<file path="src/hw/rtl/acfr_pkg.sv">
// shared types, character codes and hex decode functions for the ascii can frame receiver
// no dependencies
`default_nettype none

package acfr_pkg;

	localparam int CharW    = 8;
	localparam int OpcodeW  = 8;
	localparam int CountW   = 3;
	localparam int PayloadW = 56;
	localparam int CharCntW = 4;
	localparam int DigitW   = 5;

	localparam logic [CharW-1:0] CHAR_COLON = 8'h3A;
	localparam logic [CharW-1:0] CHAR_S     = 8'h53;
	localparam logic [CharW-1:0] CHAR_X     = 8'h58;

	// header characters skipped after the type letter, plus the one separator
	localparam logic [CharCntW-1:0] SKIP_STD = 4'd5;
	localparam logic [CharCntW-1:0] SKIP_EXT = 4'd9;

	// first byte index that falls outside the payload; bytes 0 to 6 land inside it
	localparam logic [CountW-1:0] LAST_IDX = 3'd7;

	typedef enum logic [2:0] {
		PH_IDLE,
		PH_TYPE,
		PH_SKIP,
		PH_OPC_HI,
		PH_OPC_LO,
		PH_DAT_HI,
		PH_DAT_LO,
		PH_END
	} phase_t;

	typedef struct packed {
		logic [OpcodeW-1:0]  opcode;
		logic [CountW-1:0]   data_count;
		logic [PayloadW-1:0] payload;
		logic                is_extended;
	} frame_t;

	// bit 4 flags a valid digit, bits 3..0 carry its value
	function automatic logic [DigitW-1:0] hex_digit(input logic [CharW-1:0] c);
		logic [DigitW-1:0] d;
		d = '0;
		if (c >= 8'h30 && c <= 8'h39) begin
			d = {1'b1, c[3:0]};
		end else if ((c >= 8'h61 && c <= 8'h66) || (c >= 8'h41 && c <= 8'h46)) begin
			d = {1'b1, c[3:0] + 4'd9};
		end
		return d;
	endfunction

	function automatic logic [7:0] hex_pair(input logic [DigitW-1:0] hi,
		input logic [CharW-1:0] lo_char);
		logic [DigitW-1:0] lo;
		logic [7:0]        b;
		lo = hex_digit(lo_char);
		if (!hi[4]) begin
			b = 8'h00;
		end else if (!lo[4]) begin
			b = {4'h0, hi[3:0]};
		end else begin
			b = {hi[3:0], lo[3:0]};
		end
		return b;
	endfunction

endpackage

`default_nettype wire

</file>
<file path="src/hw/rtl/acfr_parser.sv">
// per-character frame parser: phase machine, hex decode and payload assembly
// depends on acfr_pkg
`default_nettype none

module acfr_parser (
	input  wire logic                      clk,
	input  wire logic                      arst_n,
	input  wire logic                      ch_valid,
	input  wire logic [acfr_pkg::CharW-1:0] ch,
	input  wire logic                      out_free,
	output logic                           ch_take,
	output logic                           res_load,
	output acfr_pkg::frame_t               res
);

	acfr_pkg::phase_t                        phase_q, phase_d;
	logic [acfr_pkg::CharCntW-1:0]           char_count_q, char_count_d;
	logic                                    ext_q, ext_d;
	logic [acfr_pkg::DigitW-1:0]             high_digit_q, high_digit_d;
	logic [acfr_pkg::OpcodeW-1:0]            opcode_q, opcode_d;
	logic [acfr_pkg::CountW-1:0]             bytes_left_q, bytes_left_d;
	logic [acfr_pkg::PayloadW-1:0]           payload_q, payload_d;
	logic [7:0]                              pair;
	logic [acfr_pkg::CountW-1:0]             k;

	// the final character can only be taken when the result slot is free
	assign ch_take  = ch_valid && (phase_q != acfr_pkg::PH_END || out_free);
	assign res_load = ch_take && phase_q == acfr_pkg::PH_END;

	assign res.opcode      = opcode_q;
	assign res.data_count  = opcode_q[7:5];
	assign res.payload     = payload_q;
	assign res.is_extended = ext_q;

	assign pair = acfr_pkg::hex_pair(high_digit_q, ch);
	assign k    = char_count_q[acfr_pkg::CountW-1:0];

	always_comb begin
		phase_d      = phase_q;
		char_count_d = char_count_q;
		ext_d        = ext_q;
		high_digit_d = high_digit_q;
		opcode_d     = opcode_q;
		bytes_left_d = bytes_left_q;
		payload_d    = payload_q;
		unique case (phase_q)
			acfr_pkg::PH_IDLE: begin
				if (ch == acfr_pkg::CHAR_COLON) phase_d = acfr_pkg::PH_TYPE;
			end
			acfr_pkg::PH_TYPE: begin
				if (ch == acfr_pkg::CHAR_S) begin
					ext_d        = 1'b0;
					char_count_d = acfr_pkg::SKIP_STD;
					phase_d      = acfr_pkg::PH_SKIP;
				end else if (ch == acfr_pkg::CHAR_X) begin
					ext_d        = 1'b1;
					char_count_d = acfr_pkg::SKIP_EXT;
					phase_d      = acfr_pkg::PH_SKIP;
				end else begin
					phase_d = acfr_pkg::PH_IDLE;
				end
			end
			acfr_pkg::PH_SKIP: begin
				char_count_d = char_count_q - 1'b1;
				if (char_count_q == 4'd1) phase_d = acfr_pkg::PH_OPC_HI;
			end
			acfr_pkg::PH_OPC_HI: begin
				high_digit_d = acfr_pkg::hex_digit(ch);
				phase_d      = acfr_pkg::PH_OPC_LO;
			end
			acfr_pkg::PH_DAT_HI: begin
				high_digit_d = acfr_pkg::hex_digit(ch);
				phase_d      = acfr_pkg::PH_DAT_LO;
			end
			acfr_pkg::PH_OPC_LO: begin
				opcode_d     = pair;
				bytes_left_d = pair[7:5];
				payload_d    = '0;
				char_count_d = '0;
				phase_d      = (pair[7:5] == '0) ? acfr_pkg::PH_END : acfr_pkg::PH_DAT_HI;
			end
			acfr_pkg::PH_DAT_LO: begin
				if (k != acfr_pkg::LAST_IDX) payload_d[8*k +: 8] = payload_q[8*k +: 8] | pair;
				char_count_d = char_count_q + 1'b1;
				bytes_left_d = bytes_left_q - 1'b1;
				phase_d      = (bytes_left_q == 3'd1) ? acfr_pkg::PH_END : acfr_pkg::PH_DAT_HI;
			end
			acfr_pkg::PH_END: begin
				phase_d = acfr_pkg::PH_IDLE;
			end
			default: phase_d = acfr_pkg::PH_IDLE;
		endcase
	end

	always_ff @(posedge clk or negedge arst_n) begin
		if (!arst_n) begin
			phase_q <= acfr_pkg::PH_IDLE;
		end else if (ch_take) begin
			phase_q <= phase_d;
		end
	end

	// every field below is written before the phase machine reads it
	always_ff @(posedge clk) begin
		if (ch_take) begin
			char_count_q <= char_count_d;
			ext_q        <= ext_d;
			high_digit_q <= high_digit_d;
			opcode_q     <= opcode_d;
			bytes_left_q <= bytes_left_d;
			payload_q    <= payload_d;
		end
	end

endmodule

`default_nettype wire

</file>
<file path="src/hw/rtl/acfr_out_reg.sv">
// result register holding one decoded frame word until the consumer takes it
// depends on acfr_pkg
`default_nettype none

module acfr_out_reg (
	input  wire logic              clk,
	input  wire logic              arst_n,
	input  wire logic              load,
	input  wire acfr_pkg::frame_t  din,
	output logic                   free,
	output logic                   out_valid,
	input  wire logic              out_ready,
	output acfr_pkg::frame_t       dout
);

	logic             valid_q;
	acfr_pkg::frame_t data_q;

	// slot frees in the same cycle the waiting word is taken
	assign free      = !valid_q || out_ready;
	assign out_valid = valid_q;
	assign dout      = data_q;

	always_ff @(posedge clk or negedge arst_n) begin
		if (!arst_n) begin
			valid_q <= 1'b0;
		end else if (load) begin
			valid_q <= 1'b1;
		end else if (out_ready) begin
			valid_q <= 1'b0;
		end
	end

	always_ff @(posedge clk) begin
		if (load) data_q <= din;
	end

endmodule

`default_nettype wire

</file>
<file path="src/hw/rtl/ascii_can_frame_receiver_core.sv">
// ascii can frame receiver: serial characters in, one decoded frame word out per frame
// usage:
//   input channel in_valid/in_ready carries rx_char, one ascii character per word,
//   taken at any edge where both are high; one character per cycle is sustained while in_ready stays high.
//   output channel out_valid/out_ready carries opcode, data_count, payload and
//   is_extended for each completed frame (":S hhhh N oo dd.. ;" or the X form).
//   a character is captured in an input register and the phase machine consumes it from
//   there; the frame word is loaded into the result register at the edge at which the
//   parser consumes the final character, and out_valid rises after that edge.
//   throughput is one character per cycle unless a waiting frame word stalls the parser.
//   if out_ready stays low while a frame word waits, the parser still consumes every
//   character up to the next frame's final one; that character then holds in the input
//   register and in_ready drops until the waiting word is taken.
//   reset (arst_n low) empties both registers and returns the parser to waiting for ':'.
// depends on acfr_pkg, acfr_parser, acfr_out_reg
`default_nettype none

module ascii_can_frame_receiver_core (
	input  wire logic                          clk,
	input  wire logic                          arst_n,
	input  wire logic                          in_valid,
	output logic                               in_ready,
	input  wire logic [acfr_pkg::CharW-1:0]    rx_char,
	output logic                               out_valid,
	input  wire logic                          out_ready,
	output logic [acfr_pkg::OpcodeW-1:0]       opcode,
	output logic [acfr_pkg::CountW-1:0]        data_count,
	output logic [acfr_pkg::PayloadW-1:0]      payload,
	output logic                               is_extended
);

	logic                       valid_s1;
	logic [acfr_pkg::CharW-1:0] char_s1;
	logic                       take;
	logic                       res_load;
	logic                       out_free;
	acfr_pkg::frame_t           res;
	acfr_pkg::frame_t           dout;

	assign in_ready = !valid_s1 || take;

	always_ff @(posedge clk or negedge arst_n) begin
		if (!arst_n) begin
			valid_s1 <= 1'b0;
		end else if (in_ready) begin
			valid_s1 <= in_valid;
		end
	end

	always_ff @(posedge clk) begin
		if (in_ready && in_valid) char_s1 <= rx_char;
	end

	acfr_parser u_parser (
		.clk      (clk),
		.arst_n   (arst_n),
		.ch_valid (valid_s1),
		.ch       (char_s1),
		.out_free (out_free),
		.ch_take  (take),
		.res_load (res_load),
		.res      (res)
	);

	acfr_out_reg u_out (
		.clk       (clk),
		.arst_n    (arst_n),
		.load      (res_load),
		.din       (res),
		.free      (out_free),
		.out_valid (out_valid),
		.out_ready (out_ready),
		.dout      (dout)
	);

	assign opcode      = dout.opcode;
	assign data_count  = dout.data_count;
	assign payload     = dout.payload;
	assign is_extended = dout.is_extended;

endmodule

`default_nettype wire
</file>
<file path="config.mk">
export PLATFORM = sky130hd
export DESIGN_NAME = ascii_can_frame_receiver_core
export DESIGN_NICKNAME = d
export VERILOG_FILES = /design/src/hw/rtl/acfr_pkg.sv /design/src/hw/rtl/acfr_parser.sv /design/src/hw/rtl/acfr_out_reg.sv /design/src/hw/rtl/ascii_can_frame_receiver_core.sv
export SDC_FILE = /design/constraint.sdc
export NUM_CORES = 1
export LEC_CHECK = 0
export BUFFER_PORTS_ARGS = -buffer_cell sky130_fd_sc_hd__buf_2
export CORE_MARGIN = 1.5
export CORE_UTILIZATION = 53
export CTS_CLUSTER_SIZE = 14
export DETAILED_ROUTE_END_ITERATION = 10
export HOLD_SLACK_MARGIN = 0.03
export PLACE_DENSITY = 0.73
export SLEW_MARGIN = 20
export SYNTH_ARGS = -nofsm -noshare
export SYNTH_HDL_FRONTEND = slang
export SYNTH_HIERARCHICAL = 1
export SYNTH_SLANG_ARGS = --single-unit
export TNS_END_PERCENT = 1
</file>
<file path="constraint.sdc">
create_clock -name clk -period 6.4 [get_ports clk]
set_input_delay 0.96 -clock clk [delete_from_list [all_inputs] [get_ports clk]]
set_output_delay 0.96 -clock clk [all_outputs]
set_load 0.02 [all_outputs]
</file>
==> results.sh, run 1 <==
export IMPL_cp_max_fo=22
export IMPL_num_nets_final=607
export IMPL_sequential_cell_area_mm2=0.00472
export IMPL_antenna_found_initial=0
export IMPL_ys_top_cells_by_area="sky130_fd_sc_hd__edfxtp_1, sky130_fd_sc_hd__nand2_1, sky130_fd_sc_hd__ha_1"
export IMPL_postCtsSetupRepairBufs=0
export IMPL_min_delay_path_class="primary input to asynchronous set/reset pin"
export IMPL_coreArea_mm2=0.0131
export IMPL_ctsHoldBuffers=0
export IMPL_place_detailed_instances=737
export IMPL_finalSetupTns_ps=0
export IMPL_final_cells=769
export IMPL_crit_path_top_delay_cell="sky130_fd_sc_hd__a31oi_1"
export IMPL_syn_avg_cell_area_um2=14.2
export IMPL_die_height_um=118
export IMPL_worst_skew_pair_late_latency_ps=440
export IMPL_power_leakage_nw=2.96
export IMPL_timing_fmax_mhz=304
export IMPL_synthArstFlopShare_pct=3.16
export IMPL_power_switching_mw=1.30
export IMPL_path_cells="nor2_1 -> nand2_2 -> a31oi_1 -> nand2_1 -> o21ai_0"
export IMPL_clock_tree_root_cell="sky130_fd_sc_hd__clkbuf_16"
export IMPL_setup_worst_path_class="flip-flop to flip-flop"
export IMPL_floorplan_die_area_mm2=0.0140
export IMPL_multi_input_gate_area_mm2=0.00215
export IMPL_ctsResizeCount=0
export IMPL_finalHoldViolations=0
export IMPL_p_int_mw=2.34
export IMPL_final_fill_count=1031
export IMPL_clk_pin_slew_worst_paths_ps=60
export IMPL_drt_first_pass_iters=5
export IMPL_syn_to_final_growth_pct=15.7
export IMPL_grt_overflow_total=0
export IMPL_cts_tree="yes"
export IMPL_synth_seq_cells=158
export IMPL_synth_seq_area_share_pct=66.8
export IMPL_first_global_vias=4304
export IMPL_worst_path_largest_cell_delay_ps=950
export IMPL_swShare_pct=35.7
export IMPL_clockPowerShare_pct=26.2
export IMPL_worstSetupEndpointType="flip-flop"
export IMPL_final_max_slew_viol_count=0
export IMPL_num_io_pins=82
export IMPL_detail_route_wl_per_cell_um=19.9
export IMPL_final_critical_path_setup_slack_ps=3110
export IMPL_postSynth_topFlopCell="sky130_fd_sc_hd__edfxtp_1"
export IMPL_synth_largest_area_cell="sky130_fd_sc_hd__edfxtp_1"
export IMPL_grt_max_degree=57
export IMPL_period_utilisation_layout_pct=51.3
export IMPL_status="complete, no violations"
export IMPL_clock_sinks=158
export IMPL_num_rows=42
export IMPL_worst_slew_margin_rel_pct=19.4
export IMPL_drt_iter0_markers=359
export IMPL_share_comb_of_total_power_pct=28.6
export IMPL_antenna_diode_count=0
export IMPL_power_share_sequential_pct=45.2
export IMPL_clk_buf_depth=2
export IMPL_dp_hpwl_um=10600
export IMPL_die_width_um=118
export IMPL_r2r_cells=5
export IMPL_power_density_cell_area_mw_per_mm2=444
export IMPL_timing_critical_path_arrival_ps=3540
export IMPL_peakVddDrop_uv=251
export IMPL_drcViolationCount=0
export IMPL_final_common_cell="sky130_fd_sc_hd__edfxtp_1"
export IMPL_timing_max_cap_violations=0
export IMPL_design_power_total_mw=3.63
export IMPL_synthesis_instances=499
export IMPL_mappedNetlistArea_mm2=0.00707
export IMPL_numPortBuffers=81
export IMPL_yosysWarnings=6
export IMPL_globalplace_congestion=0.882
export IMPL_groute_usage_overall_pct=22.8
export IMPL_critPathRequiredTime_ps=6660
export IMPL_final_layout_size_suffix_gt1_share_pct=26.3
export IMPL_vias=4561
export IMPL_netlist_area_leader_share_pct=65.0
export IMPL_finalCriticalPeriod_ps=3290
export IMPL_synth_edf_count=153
export IMPL_grt_setup_unrepaired="false"
export IMPL_initial_core_util_pct=53.8
export IMPL_grt_first_pass_wirelength_um=23800
export IMPL_final_antenna_net_count=0
export IMPL_report_final_setup_viol=0
export IMPL_ys_types=74
export IMPL_layout_cells_most_common_list="sky130_fd_sc_hd__edfxtp_1, sky130_fd_sc_hd__buf_2, sky130_fd_sc_hd__nand2_1"
export IMPL_post_place_ws_ps=3190
export IMPL_fin_worst_skew_ps=21.9
export IMPL_clock_h_tree_levels=4
export IMPL_dpl_instance_area_mm2=0.00762
export IMPL_detail_route_wirelength_um=15300
export IMPL_tightest_slew_ps=1200
export IMPL_mappedNetlistNets=526
export IMPL_average_vias_per_placed_instance=5.93
export IMPL_finalInstanceArea_mm2=0.00818
export IMPL_cts_buffers=17
export IMPL_start_kind="flip-flop"
[critical path, delay by kind of cell, from the launching register on]
| kind | cells | cell delay, ps |
|---|---|---|
| AO/OA/AOI/OAI | 2 | 1090 |
| flip-flops | 1 | 780 |
| AND/OR/NAND/NOR | 3 | 1240 |
[through the flow]
step / hold WS (ps) / utilization, %
global route: 327 / 62.2
CTS: 319 / 62.2
global placement: 402 / 58.0
floorplan: 400 / -
detailed placement: 405 / 58.0
finish: 333 / 62.2
[path summary, 6_finish.rpt]
kind,startpoint,end,slack (ps)
max,u_parser/char_count_q[1],u_parser/payload_q[28],3110
min,arst_n,u_parser/phase_q[1],330
max reg2reg,u_parser/char_count_q[1],u_parser/payload_q[28],3110
min reg2reg,u_parser/opcode_q[1],u_out/dout[61],420
max in group asynchronous,arst_n,u_parser/phase_q[2],5940
min in group clk,u_parser/opcode_q[1],u_out/dout[61],420
[cell families (layout without fill, tap and decap cells)]
group | count (synthesis) | count (layout) | synth area share, %
flops | 158 | 158 | 66.8
xor+xnor | 4 | 4 | 0.496
fa+ha+maj | 15 | 15 | 2.66
buf+inv | 45 | 139 | 3.05
compound gates | 123 | 123 | 12.9
simple gates | 130 | 130 | 9.53
mux | 24 | 24 | 4.64
[routing by layer]
metal	global-route usage (%)	vias up	wire, um	share of wire (%)
met5	0	-	0	0
met4	11.4	0	393	2.6
met3	5.69	23	1010	6.6
met2	32.5	207	6970	46
met1	32.7	2251	6920	45
li1	-	2080	-	-
[cell usage after synthesis, types with 4 or more instances]
| master | instances |
|---|---|
| sky130_fd_sc_hd__ha_1 | 15 |
| sky130_fd_sc_hd__buf_2 | 7 |
| sky130_fd_sc_hd__nor3_1 | 10 |
| sky130_fd_sc_hd__clkbuf_1 | 8 |
| sky130_fd_sc_hd__a31oi_1 | 9 |
| sky130_fd_sc_hd__dfrtp_1 | 5 |
| sky130_fd_sc_hd__buf_4 | 6 |
| sky130_fd_sc_hd__o21ai_0 | 28 |
| sky130_fd_sc_hd__edfxtp_1 | 153 |
| sky130_fd_sc_hd__nor2_1 | 23 |
| sky130_fd_sc_hd__nand3_1 | 5 |
| sky130_fd_sc_hd__mux2i_1 | 8 |
| sky130_fd_sc_hd__a221oi_1 | 8 |
| sky130_fd_sc_hd__inv_1 | 18 |
| sky130_fd_sc_hd__a22o_1 | 13 |
| sky130_fd_sc_hd__a21oi_1 | 11 |
| sky130_fd_sc_hd__o21ai_1 | 23 |
| sky130_fd_sc_hd__nand2_1 | 55 |
| sky130_fd_sc_hd__nor2b_1 | 4 |
| sky130_fd_sc_hd__mux2_2 | 9 |
| sky130_fd_sc_hd__mux4_2 | 6 |
| sky130_fd_sc_hd__or3_1 | 4 |
[final cells by class]
type	instances	share of cell area [%]
multi-input cells	296	26.3
clock inverters	15	1.67
flip-flops and latches	158	57.7
inverters	21	0.964
clock buffers	17	5.20
well taps	176	2.69
repair buffers	86	5.42
[sequential cells by signal, indices dropped and copies added, names as in the netlist]
name                   cells
u_parser/high_digit_q      5
valid_s1                   1
u_parser/ext_q             1
u_parser/opcode_q          8
char_s1                    8
u_parser/bytes_left_q      3
u_parser/char_count_q      4
u_out/dout                68
u_parser/payload_q        56
u_out/out_valid            1
u_parser/phase_q           3
[power groups by stage]
stage / logic, mW / registers, mW / clock network [mW]
6_report: 1.04 / 1.64 / 0.951
5_1_grt: 1.12 / 1.67 / 1.01
4_1_cts: 1.03 / 1.64 / 0.971
3_5_place_dp: 1.03 / 1.66 / 0
3_3_place_gp: 1.01 / 1.65 / 0
2_1_floorplan: 0.686 / 1.67 / 0
(Power assumes the default switching activity.)
==> run 2: changes to the inputs <==
--- a/config.mk
+++ b/config.mk
@@ -7,11 +7,11 @@
 export LEC_CHECK = 0
 export BUFFER_PORTS_ARGS = -buffer_cell sky130_fd_sc_hd__buf_2
 export CORE_MARGIN = 1.5
-export CORE_UTILIZATION = 53
+export CORE_UTILIZATION = 58
 export CTS_CLUSTER_SIZE = 14
 export DETAILED_ROUTE_END_ITERATION = 10
 export HOLD_SLACK_MARGIN = 0.03
-export PLACE_DENSITY = 0.73
+export PLACE_DENSITY = 0.76
 export SLEW_MARGIN = 20
 export SYNTH_ARGS = -nofsm -noshare
 export SYNTH_HDL_FRONTEND = slang
==> constraint.sdc (replaced) <==
create_clock -name clk -period 3.4 [get_ports clk]
set_input_delay 0.51 -clock clk [delete_from_list [all_inputs] [get_ports clk]]
set_output_delay 0.51 -clock clk [all_outputs]
set_load 0.02 [all_outputs]
==> run 2 against run 1 <==
Effect of this change: total power grew 95%; maximum frequency grew 16%; sequential cell count unchanged; via count is 0.24% higher; critical path depth grew 1; critical path type unchanged; critical endpoint is now u_parser/payload_q[2]; largest power group unchanged; highest routed layer unchanged.
==> results.sh, run 2 (synthesis gave the netlist of run 1 again) <==
export IMPL_globalplace_congestion=0.867
export IMPL_peakVddDrop_uv=540
export IMPL_clock_tree_root_cell="sky130_fd_sc_hd__clkbuf_16"
export IMPL_power_density_cell_area_mw_per_mm2=855
export IMPL_numPortBuffers=81
export IMPL_period_utilisation_layout_pct=83.0
export IMPL_finalHoldViolations=0
export IMPL_power_leakage_nw=3.03
export IMPL_floorplan_die_area_mm2=0.0129
export IMPL_drcViolationCount=0
export IMPL_cts_buffers=17
export IMPL_timing_max_cap_violations=0
export IMPL_critPathRequiredTime_ps=3580
export IMPL_worstSetupStartpoint="u_parser/char_count_q[2]"
export IMPL_syn_to_final_growth_pct=17.1
export IMPL_timing_critical_path_arrival_ps=3000
export IMPL_num_rows=40
export IMPL_final_antenna_net_count=0
export IMPL_status="complete, no violations"
export IMPL_start_kind="flip-flop"
export IMPL_finalSetupTns_ps=0
export IMPL_clock_sinks=158
export IMPL_detail_route_wirelength_um=15700
export IMPL_final_common_cell="sky130_fd_sc_hd__edfxtp_1"
export IMPL_most_numerous_cell_on_the_critical_path="sky130_fd_sc_hd__inv_1"
export IMPL_num_nets_final=617
export IMPL_timing_fmax_mhz=354
export IMPL_grt_first_pass_wirelength_um=24200
export IMPL_worst_slew_margin_rel_pct=51.7
export IMPL_worstSetupEndpointType="flip-flop"
export IMPL_num_io_pins=82
export IMPL_number_of_flip_flops_under_the_largest_register_name=68
export IMPL_whs_ps=262
export IMPL_die_width_um=113
export IMPL_report_final_setup_viol=0
export IMPL_clk_pin_slew_worst_paths_ps=60
export IMPL_layout_cells_most_common_list="sky130_fd_sc_hd__edfxtp_1, sky130_fd_sc_hd__buf_2, sky130_fd_sc_hd__nand2_1"
export IMPL_first_global_vias=4428
export IMPL_drt_first_pass_iters=5
export IMPL_final_max_slew_viol_count=0
export IMPL_cp_max_fo=15
export IMPL_setup_worst_path_class="flip-flop to flip-flop"
export IMPL_antenna_diode_count=0
export IMPL_min_delay_path_class="primary input to flip-flop"
export IMPL_crit_path_top_delay_cell="sky130_fd_sc_hd__edfxtp_1"
export IMPL_final_layout_size_suffix_gt1_share_pct=26.7
export IMPL_timing_rr_start="u_parser/char_count_q[2]"
export IMPL_detail_route_wl_per_cell_um=20.9
export IMPL_worst_skew_pair_late_latency_ps=420
export IMPL_hold_wc_startpoint="rx_char[0]"
export IMPL_clock_h_tree_levels=4
export IMPL_clk_buf_depth=2
export IMPL_coreArea_mm2=0.0120
export IMPL_dp_hpwl_um=10800
export IMPL_ctsResizeCount=0
export IMPL_initial_core_util_pct=59.1
export IMPL_finalCriticalPeriod_ps=2820
export IMPL_multi_input_gate_area_mm2=0.00215
export IMPL_grt_setup_unrepaired="false"
export IMPL_path_cells="clkinv_1 -> ha_1 -> inv_1 -> and4_1 -> inv_1 -> o21ba_2"
export IMPL_finalInstanceArea_mm2=0.00827
export IMPL_die_height_um=113
export IMPL_worst_path_largest_cell_delay_ps=580
export IMPL_dpl_instance_area_mm2=0.00766
export IMPL_antenna_found_initial=0
export IMPL_tightest_slew_ps=721
export IMPL_cts_tree="yes"
export IMPL_grt_overflow_total=0
export IMPL_drt_iter0_markers=373
export IMPL_grt_max_degree=40
export IMPL_average_vias_per_placed_instance=6.10
export IMPL_sequential_cell_area_mm2=0.00472
export IMPL_final_fill_count=824
export IMPL_vias=4572
export IMPL_fin_worst_skew_ps=6.50
export IMPL_groute_usage_overall_pct=25.5
==> run 2: cell count changes in the layout (fill, tap and decap cells not counted), sizes merged <==
| cell | previous run | this run |
|---|---|---|
| clkbuf | 17 | 19 |
| dlygate4sd3 | 0 | 1 |
| inv | 25 | 21 |
| buf | 86 | 95 |
| clkinv | 6 | 5 |
| clkinvlp | 4 | 3 |
| bufinv | 1 | 4 |
==> run 2: through the flow <==
step / setup WS (ps) / power, mW / cells / utilization [%]
6_report: 577 / 7.07 / 749 / 69.2
5_1_grt: 335 / 7.37 / 749 / 69.2
4_1_cts: 641 / 7.08 / 749 / 69.2
3_5_place_dp: 700 / 5.13 / 717 / 64.0
3_3_place_gp: 796 / 5.06 / 717 / 64.0
2_1_floorplan: -627 / 4.42 / 499 / -
==> run 2: per-layer routing <==
metal | up-vias | routed length (um) | global-route usage (%)
met4 | 0 | 392 | 10.9
met2 | 186 | 7830 | 41.3
met5 | - | 0 | 0
met3 | 27 | 893 | 4.78
met1 | 2266 | 6540 | 34.4
li1 | 2093 | - | -
==> run 2: critical path: cells and delay by family, from the launching register on <==
family | cells | cell delay [ps]
AND/OR/NAND/NOR | 1 | 500
adder cells (fa/ha/maj) | 1 | 570
flip-flops | 1 | 580
buffers and inverters | 3 | 700
AO/OA/AOI/OAI | 1 | 210
==> run 2: where the power goes <==
part / internal (mW) / switching (mW) / leakage [nW]
Clock: 1.22 / 0.720 / 0.284
Combinational: 0.706 / 1.38 / 1.26
Sequential: 2.74 / 0.312 / 1.48
Total: 4.66 / 2.41 / 3.03
==> run 2: what timing repair did <==
action                                 in CTS  in global routing
endpoints found under the hold margin       5                  0
setup buffers                               0                  0
hold buffers                                1                  0
==> run 2: final cells by class <==
class	count	share of cell area [%]
Sequential cell	158	57.1
Multi-Input combinational cell	296	26.0
Timing Repair Buffer	96	6.44
Clock buffer	19	5.23
Tap cell	147	2.22
Clock inverter	12	2.04
Inverter	21	0.953
==> run 2: worst paths after layout <==
check | slack (ps) | endpoint | cells past startpoint
max | 580 | u_parser/payload_q[2] | 6
min | 260 | char_s1[0] | 1
max reg2reg | 580 | u_parser/payload_q[2] | 6
min reg2reg | 420 | u_out/dout[63] | 0
max in group asynchronous | 2830 | u_parser/phase_q[1] | 2
min in group asynchronous | 440 | u_out/out_valid | 2
==> run 3: changes to the inputs <==
==> constraint.sdc (replaced) <==
create_clock -name clk -period 2.8 [get_ports clk]
set_input_delay 0.42 -clock clk [delete_from_list [all_inputs] [get_ports clk]]
set_output_delay 0.42 -clock clk [all_outputs]
set_load 0.02 [all_outputs]
==> run 3 against run 2 <==
Effect of this change: combinational power increased by 25%; clock skew about the same; global-route usage decreased by 0.50 points; sequential share of layout area decreased by 0.95 points; core utilization increased by 1.2 points; final area increased by 1.7%; hold slack got worse by 99 ps; total power increased by 24%; setup slack got worse by 370 ps; maximum frequency increased by 8.9%; via count increased by 1.3%; non-clock buffer count increased by 13; critical endpoint is now u_parser/payload_q[29].
==> results.sh, run 3 (synthesis gave the netlist of run 1 again) <==
export IMPL_fin_worst_skew_ps=6.24
export IMPL_cp_max_fo=7
export IMPL_die_height_um=113
export IMPL_design_power_total_mw=8.80
export IMPL_drt_iter0_markers=499
export IMPL_timing_fmax_mhz=386
export IMPL_clk_pin_slew_worst_paths_ps=60
export IMPL_worst_skew_pair_late_latency_ps=430
export IMPL_grt_setup_unrepaired="false"
export IMPL_tightest_slew_ps=865
export IMPL_vias=4632
export IMPL_final_common_cell="sky130_fd_sc_hd__edfxtp_1"
export IMPL_floorplan_die_area_mm2=0.0129
export IMPL_dp_hpwl_um=10600
export IMPL_start_kind="flip-flop"
export IMPL_syn_to_final_growth_pct=19.0
export IMPL_r2r_cells=7
export IMPL_final_fill_count=797
export IMPL_hold_wc_startpoint="rx_char[4]"
export IMPL_worstSetupEndpoint="u_parser/payload_q[29]"
export IMPL_detail_route_wirelength_um=15300
export IMPL_clk_buf_depth=2
export IMPL_initial_core_util_pct=59.1
export IMPL_first_global_vias=4379
export IMPL_antenna_diode_count=0
export IMPL_drt_first_pass_iters=5
export IMPL_ctsResizeCount=0
export IMPL_drcViolationCount=0
export IMPL_critPathRequiredTime_ps=2960
export IMPL_worst_slew_margin_rel_pct=42.1
export IMPL_min_delay_path_class="primary input to flip-flop"
export IMPL_groute_usage_overall_pct=25.0
export IMPL_average_vias_per_placed_instance=6.07
export IMPL_place_detailed_instances=730
export IMPL_final_layout_size_suffix_gt1_share_pct=28.7
export IMPL_power_density_cell_area_mw_per_mm2=1050
export IMPL_numPortBuffers=81
export IMPL_number_of_flip_flops_under_the_largest_register_name=68
export IMPL_status="complete, no violations"
export IMPL_clock_sinks=158
export IMPL_crit_reg2reg_capture="u_parser/payload_q[29]"
export IMPL_grt_overflow_total=0
export IMPL_power_leakage_nw=3.10
export IMPL_timing_rr_start="char_s1[0]"
export IMPL_reg2reg_setup_slack_ps=210
export IMPL_num_nets_final=630
export IMPL_final_cells=763
export IMPL_final_core_util_pct=70.3
export IMPL_num_io_pins=82
export IMPL_cts_buffers=17
export IMPL_worstSetupEndpointType="flip-flop"
export IMPL_layout_cells_most_common_list="sky130_fd_sc_hd__edfxtp_1, sky130_fd_sc_hd__buf_2, sky130_fd_sc_hd__nand2_1"
export IMPL_finalHoldViolations=0
export IMPL_final_antenna_net_count=0
export IMPL_cts_tree="yes"
export IMPL_period_utilisation_layout_pct=92.6
export IMPL_grt_first_pass_wirelength_um=23900
export IMPL_clock_h_tree_levels=4
export IMPL_report_final_setup_viol=0
export IMPL_globalplace_congestion=0.913
export IMPL_clock_tree_root_cell="sky130_fd_sc_hd__clkbuf_16"
export IMPL_final_max_slew_viol_count=0
export IMPL_finalCriticalPeriod_ps=2590
export IMPL_timing_max_cap_violations=0
export IMPL_die_width_um=113
export IMPL_antenna_found_initial=0
export IMPL_coreArea_mm2=0.0120
export IMPL_timing_critical_path_arrival_ps=2750
export IMPL_num_rows=40
export IMPL_setup_worst_path_class="flip-flop to flip-flop"
export IMPL_worstSetupStartpoint="char_s1[0]"
export IMPL_detail_route_wl_per_cell_um=20.0
export IMPL_postCtsSetupRepairBufs=0
export IMPL_grt_max_degree=40
export IMPL_peakVddDrop_uv=701
## run 3: cell count changes in the layout (fill, tap and decap cells not counted)
cell / previous run / this run
sky130_fd_sc_hd__bufinv_16: 4 / 5
sky130_fd_sc_hd__clkinv_4: 0 / 1
sky130_fd_sc_hd__inv_6: 1 / 2
sky130_fd_sc_hd__buf_4: 13 / 26
sky130_fd_sc_hd__clkinvlp_4: 3 / 4
sky130_fd_sc_hd__clkinv_2: 2 / 1
sky130_fd_sc_hd__clkinv_1: 3 / 2
sky130_fd_sc_hd__clkbuf_1: 2 / 1
## run 3: worst min path at each step
stage	to	cells past startpoint	slack, ps
after floorplan	u_out/out_valid	0	120
after global placement	valid_s1	1	230
after detailed placement	valid_s1	1	240
after CTS	char_s1[4]	1	150
after global routing	char_s1[0]	1	150
final	char_s1[4]	1	160
## run 3: layout make-up
class | instances | area, um^2 | share of cell area (%)
Sequential cell | 158 | 4720 | 56.1
Clock buffer | 18 | 429 | 5.10
Inverter | 21 | 78.8 | 0.937
Clock inverter | 14 | 215 | 2.56
Multi-Input combinational cell | 296 | 2150 | 25.6
Timing Repair Buffer | 109 | 631 | 7.50
Tap cell | 147 | 184 | 2.19
## run 3: metal layers
layer / routed length (um) / global-route usage, % / vias to the layer above
li1: - / - / 2117
met1: 6330 / 35.1 / 2232
met2: 7330 / 38.1 / 248
met3: 1150 / 5.21 / 35
met4: 483 / 11.6 / 0
met5: 0 / 0 / -
## run 3: worst max-delay path, stage by stage, from the launching register on
cell	delay, ps
sky130_fd_sc_hd__edfxtp_1	490
sky130_fd_sc_hd__inv_1	200
sky130_fd_sc_hd__ha_1	210
sky130_fd_sc_hd__inv_1	90
sky130_fd_sc_hd__o311a_4	410
sky130_fd_sc_hd__o211ai_1	380
sky130_fd_sc_hd__o21a_1	390
sky130_fd_sc_hd__o21ai_0	170
## run 3: per-stage QoR
step / worst slack, ps / hold slack, ps / setup TNS [ps] / cell area (um^2)
floorplan: -93.4 / 124 / -6430 / 7090
global placement: 330 / 234 / 0 / 7760
detailed placement: 283 / 237 / 0 / 7760
CTS: 253 / 151 / 0 / 8410
global route: 65.8 / 148 / 0 / 8410
finish: 208 / 163 / 0 / 8410
## run 3: power by group
group          internal (mW)  switching, mW  leakage (nW)  total (mW)
clock network           1.58          0.917         0.301        2.50
logic                  0.934           1.69          1.32        2.62
registers               3.32          0.360          1.48        3.68
total                   5.84           2.96          3.10        8.80
## run 3: repair_timing
item,4_1_cts,5_1_grt
endpoints found under the setup margin,0,0
hold buffers,1,0
endpoints found under the hold margin,5,0
